$ cat src/design/bba_pkg.sv
// Shared types and constants for the bitmap block allocator.
// No dependencies; imported by the allocator unit, the controller and the datapath.
`timescale 1ns / 1ps

package bba_pkg;

    localparam int MAX_BLOCKS_DEF = 8192;
    localparam int WORD_BITS_DEF  = 64;

    localparam int BLK_W       = 13;  // block_number / granted_block
    localparam int CFG_W       = 14;  // widest configuration register
    localparam int CFG_INDEX_W = 1;
    localparam int IN_DATA_W   = 16;
    localparam int OUT_DATA_W  = 16;

    localparam logic [CFG_INDEX_W-1:0] CFG_TOTAL_BLOCKS     = 1'b0;
    localparam logic [CFG_INDEX_W-1:0] CFG_FIRST_DATA_BLOCK = 1'b1;

    localparam logic [CFG_W-1:0] TOTAL_BLOCKS_RST     = 14'd8192;
    localparam logic [CFG_W-1:0] FIRST_DATA_BLOCK_RST = 14'd1;

    localparam logic CMD_ALLOC = 1'b0;
    localparam logic CMD_FREE  = 1'b1;

    typedef enum logic [1:0] {
        RESP_OK           = 2'd0,
        RESP_FULL         = 2'd1,
        RESP_ALREADY_FREE = 2'd2,
        RESP_RANGE        = 2'd3
    } resp_t;

    typedef enum logic [2:0] {
        CTRL_CLEAR,
        CTRL_IDLE,
        CTRL_START,
        CTRL_CHECK,
        CTRL_FINISH
    } state_t;

    // controller -> datapath
    typedef struct packed {
        logic  clr_en;     // write a zero word during the clearing pass
        logic  load;       // capture an accepted input word
        logic  rd_en;      // read the bitmap
        logic  rd_next;    // read at the following word address
        logic  advance;    // step to the next bitmap word
        logic  wr_en;      // write back the updated bitmap word
        logic  res_load;   // capture the pending result
        logic  res_grant;  // pending result carries the found block
        resp_t res_code;
        logic  out_load;   // move the pending result to the output register
    } cmd_t;

    // datapath -> controller
    typedef struct packed {
        logic clr_last;
        logic quick_fail;  // start point at or above the limit
        logic is_free;
        logic found;       // free block seen in the current word
        logic last_word;   // current word holds the last block below the limit
        logic in_word;     // freed block lies in the current word
        logic bit_set;
        logic out_busy;
    } sts_t;

endpackage

$ cat src/design/bba_ctrl.sv
// Controller state machine: clearing pass, word scan sequencing, result hand-off.
// Depends on bba_pkg.
`timescale 1ns / 1ps

module bba_ctrl (
    input  logic          clk,
    input  logic          rst_n,
    input  logic          s_tvalid,
    output logic          s_tready,
    input  bba_pkg::sts_t sts,
    output bba_pkg::cmd_t cmd
);

    import bba_pkg::*;

    state_t state_reg;
    state_t state_next;

    always_ff @(posedge clk or negedge rst_n)
    begin
        if (!rst_n)
            state_reg <= CTRL_CLEAR;
        else
            state_reg <= state_next;
    end

    always_comb
    begin
        state_next = state_reg;
        cmd        = '0;
        cmd.res_code = RESP_OK;
        s_tready   = 1'b0;

        unique case (state_reg)
            CTRL_CLEAR:
            begin
                cmd.clr_en = 1'b1;
                if (sts.clr_last)
                    state_next = CTRL_IDLE;
            end

            CTRL_IDLE:
            begin
                s_tready = 1'b1;
                if (s_tvalid)
                begin
                    cmd.load   = 1'b1;
                    state_next = CTRL_START;
                end
            end

            CTRL_START:
            begin
                if (sts.quick_fail)
                begin
                    cmd.res_load = 1'b1;
                    cmd.res_code = sts.is_free ? RESP_RANGE : RESP_FULL;
                    state_next   = CTRL_FINISH;
                end
                else
                begin
                    cmd.rd_en  = 1'b1;
                    state_next = CTRL_CHECK;
                end
            end

            CTRL_CHECK:
            begin
                if (!sts.is_free)
                begin
                    priority if (sts.found)
                    begin
                        cmd.wr_en     = 1'b1;
                        cmd.res_load  = 1'b1;
                        cmd.res_grant = 1'b1;
                        cmd.res_code  = RESP_OK;
                        state_next    = CTRL_FINISH;
                    end
                    else if (sts.last_word)
                    begin
                        cmd.res_load = 1'b1;
                        cmd.res_code = RESP_FULL;
                        state_next   = CTRL_FINISH;
                    end
                    else
                    begin
                        cmd.advance = 1'b1;
                        cmd.rd_en   = 1'b1;
                        cmd.rd_next = 1'b1;
                    end
                end
                else
                begin
                    priority if (sts.in_word && sts.bit_set)
                    begin
                        cmd.wr_en    = 1'b1;
                        cmd.res_load = 1'b1;
                        cmd.res_code = RESP_OK;
                        state_next   = CTRL_FINISH;
                    end
                    else if (sts.in_word)
                    begin
                        cmd.res_load = 1'b1;
                        cmd.res_code = RESP_ALREADY_FREE;
                        state_next   = CTRL_FINISH;
                    end
                    else
                    begin
                        cmd.advance = 1'b1;
                        cmd.rd_en   = 1'b1;
                        cmd.rd_next = 1'b1;
                    end
                end
            end

            CTRL_FINISH:
            begin
                if (!sts.out_busy)
                begin
                    cmd.out_load = 1'b1;
                    state_next   = CTRL_IDLE;
                end
            end

            default:
            begin
                state_next = CTRL_IDLE;
            end
        endcase
    end

endmodule
$ cat config.mk
export PLATFORM = sky130hd
export DESIGN_NAME = bba_ctrl
export DESIGN_NICKNAME = d
export VERILOG_FILES = /design/src/design/bba_pkg.sv /design/src/design/bba_ctrl.sv
export SDC_FILE = /design/constraint.sdc
export NUM_CORES = 1
export LEC_CHECK = 0
export BUFFER_PORTS_ARGS = -buffer_cell sky130_fd_sc_hd__buf_2
export CORE_AREA = 4 4 41 43
export CTS_CLUSTER_DIAMETER = 200
export DETAILED_ROUTE_END_ITERATION = 6
export DIE_AREA = 0 0 45 47
export MAX_ROUTING_LAYER = met4
export SKIP_CTS_REPAIR_TIMING = 1
export SLEW_MARGIN = 10
export SYNTH_ARGS = -nofsm -noshare
export SYNTH_HDL_FRONTEND = slang
export SYNTH_SLANG_ARGS = --single-unit
$ cat constraint.sdc
create_clock -name clk -period 1.42 [get_ports clk]
set_clock_uncertainty 0.15 [all_clocks]
set_input_delay 0 -clock clk [delete_from_list [all_inputs] [get_ports clk]]
set_output_delay 0 -clock clk [all_outputs]
set_load 0.05 [all_outputs]
# After elaboration in Yosys (flattened, before gate mapping)
# Index checks and enable logic that the tools add are counted.
# Widths: inputs -> output; s select.
[word_totals]
ram_bits = 0
memories = 0
out_inout_bits = 12
register_bits = 3
wordCells = 55
latchBits = 0
in_bits = 11
mem_bits_ro = 0
[classes]
add_sub_neg = 0
mul = 0
magnitude_cmp = 0
muxes = 42
div = 0
shifts = 0
reduce_logical = 3
n_eq_ne = 9
n_bitwise = 0
[ops]
columns = ["cell", "n"]
rows = [
  ["$mux 3", 14],
  ["$mux 1", 18],
  ["$pmux 3 s5", 1],
  ["$mux 2", 5],
  ["$ne 4x4->1 const B", 2],
  ["$eq 3x2->1 const B", 2],
  ["$ne 2x2->1 const B", 3],
  ["$mux 5", 1],
  ["$reduce_and 5->1", 1],
  ["$pmux 1 s2", 2],
  ["$pmux 2 s2", 1],
  ["$eq 3x1->1 const B", 1],
  ["$eq 3x3->1 const B", 1],
  ["$logic_not 3->1", 1],
  ["$logic_and 1x1->1", 1],
]

# Logic depth before layout (Yosys ltp)
[logic_depth]
ltp_word = 4
ltp_mapped = 5
ltp_nobuf = 3

# Worst setup path after synthesis
# Ideal clock, no wire load.
[synth_timing]
path_kind = "register to output"
from = "register state_reg[2]"
to = "output cmd[9] (netlist name)"
slack_ps = -803
arrival_ps = 2073
path_buffers = 1
path_stages_with_launch = 3
t_required_ps = 1270
path_cell_list = "dfrtp_1 > clkbuf_1 > nor4bb_1"
[synth_rtl]
columns = ["element", "line", "source"]
rows = [
  ["from (decl)", "bba_ctrl.sv:16", "state_t state_reg;"],
  ["from (signal assigned)", "bba_ctrl.sv:24", "state_reg <= state_next;"],
  ["to (decl)", "bba_ctrl.sv:11", "output bba_pkg::cmd_t cmd"],
]

==> out/metrics.csv <==
metric,value,unit
vdd_drop_max,0.906,mV
period_minus_slack,1.47,ns
power_frac_comb,75.6,%
worstSetupPathType,reg -> out,
drc,0,
synth-async-reset-ratio,100,%
synth_edf_count,0,
power_frac_seq,14.5,%
first_pass_iters,4,
numCtsBuffers,3,
drive_gt1_share,65.4,%
nets,93,
cap_violations,0,
setup_viol,9,
syn_nets,58,
die-area,0.00212,mm2
hold_path_class,in -> reg,
track_usage,10.7,%
overflow,0,
hold_path_end,state_reg[1],
min_from,sts[3],
numPlacedInstances,83,
violations,negative setup slack,
crit_path_max_incr_delay,0.44,ns
timing.rr.end,state_reg[0],
initial_core_util,27.4,%
crit_slowest_cell,dfrtp_2,
crit_family,flip-flops,
swShare,50.5,%
synth_top_area_share,21.1,%
timing.final.crit_share,103,%
ys_seq_area_share,21.1,%
r2r_start,state_reg[1],
cp_cell_sequence,"buf_4, nor4bb_2, buf_4",
largest_reg_flops,3,
routed_wl,1.18,mm
area_growth_syn_to_layout,106,%
clk_pin_slew,0.04,ns
vias,480,
core_area,0.00130,mm2
grt_max_degree,11,
htreeDepth,1,
fin_area,736,um2
die_x,45,um
switchingPower,0.773,mW
rsz0062_at_grt,yes,
rr_worst_depth,4,
place.gp.congestion,0.707,
yosys_register_bits,3,
grt_pass1_vias,412,
yosysTopAreaCell,dfrtp_1,
num_io_pins,23,
cts_tree,done,
synthFlopType,dfrtp_1,
grt_pass1_wl,1.60,mm
synth_common_cells,"nand2_1, a21oi_1, nor2_1, nor2b_1",
synth_area,357,um2
r2r_slack,-0.01,ns
clockBufferDepth,2,
num_rows,13,
final_cells,96,
crit_buf_inv,2,
postSynthAreaPerCell,7.59,um2
yosysUniqueCellTypes,26,
placed_cell_area,531,um2
synth_top_cells_by_area,"dfrtp_1, nor2b_1, nand3b_1",
vias_per_cell,5.00,
p_leak,0.317,nW
relSlewSlack,83.9,%
dp_hpwl,818,um
routedWlPerCell,12.3,um
top_layer_used,met4,
wl_met1,447,um
worst_pin_slew,0.242,ns
drt_iter0_drc,7,
port_buffers,22,
p_per_area,2080,mW/mm2
ant_nets,0,
crit_fanout,6,
syn-instance-count,47,
hold_viol_final,0,
setup_ws,-0.0493,ns
place_ws,-0.00933,ns
intPower,0.757,mW
diodes,0,
max_freq,0.681,GHz
cts_sinks,3,
post-route-util,56.5,%
slew_violations,0,
path_depth,3,
arrival,1.32,ns
critPathLaunchType,flip-flop,
fill_cells,130,
whs_path_depth,4,
yosysMostFrequentCell,nand2_1,
outcome,"complete, but fails checks",
critPathMostFrequentCell,buf_4,
worst_skew_pair.late_latency,0.23,ns
dr_wl_met2,628,um
p_clk_share,9.9,%
cts-root-buf,clkbuf_4,
die_y,47,um
dr_wl_met3,83,um
cp.required,1.27,ns
critPathCaptureType,output port,
synth_warnings,0,
antenna_found_initial,0,
[cell families after synthesis]
| group | share of synthesized area [%] |
|---|---|
| AND/OR/NAND/NOR | 49.8 |
| AO/OA/AOI/OAI | 22.5 |
| buffers and inverters | 6.66 |
| flip-flops | 21.1 |
[worst min-delay path: stages]
cell and delay [ns]:
buf_2 0.09, or3_4 0.16, a21o_1 0.13, a31oi_1 0.06
[how the worst max path moves through the flow]
stage,to,startpoint
5_1_grt,cmd[9],state_reg[1]
6_report,cmd[9],state_reg[1]
2_1_floorplan,cmd[9],state_reg[2]
3_5_place_dp,state_reg[0],state_reg[1]
3_3_place_gp,state_reg[0],state_reg[1]
4_1_cts,cmd[7],state_reg[1]
[per-layer routing]
layer	vias up	global-route usage, %
met5	-	-
li1	231	-
met1	224	11.8
met3	2	1.53
met4	0	7.02
met2	23	17.8
[layout make-up]
type	instances	area (um2)	area share, %
Clock buffer	4	26.3	3.57
Multi-Input combinational cell	40	328	44.6
Timing Repair Buffer	34	284	38.6
Sequential cell	3	78.8	10.7
Tap cell	15	18.8	2.55
[through the flow]
| stage | hold WS (ns) | TNS [ns] | power [mW] |
|---|---|---|---|
| CTS | -0.604 | -1.95 | 1.25 |
| detailed placement | -0.354 | -0.00933 | 1.10 |
| finish | 0.103 | -0.267 | 1.53 |
| floorplan | -0.446 | -0.332 | 0.944 |
| global route | 0.119 | -0.924 | 1.62 |
| global placement | -0.353 | 0 | 1.09 |
[layout by cell type (no fill, tap or decap), types with 2 or more instances in the layout]
cell,count
nand2b_1,3
nor2b_1,2
dfrtp_2,3
a21oi_2,3
dlygate4sd3_1,5
buf_2,10
buf_6,9
nor2_2,3
nand3b_1,3
nand3_1,2
buf_4,8
nand2_1,4
clkbuf_4,4
[power groups by stage]
stage | registers (mW) | clock network [mW] | logic (mW)
6_report | 0.222 | 0.151 | 1.16
5_1_grt | 0.234 | 0.165 | 1.22
4_1_cts | 0.223 | 0.156 | 0.875
3_5_place_dp | 0.223 | 0 | 0.874
3_3_place_gp | 0.224 | 0 | 0.865
2_1_floorplan | 0.146 | 0 | 0.797
Power figures use the tool's default switching activity.
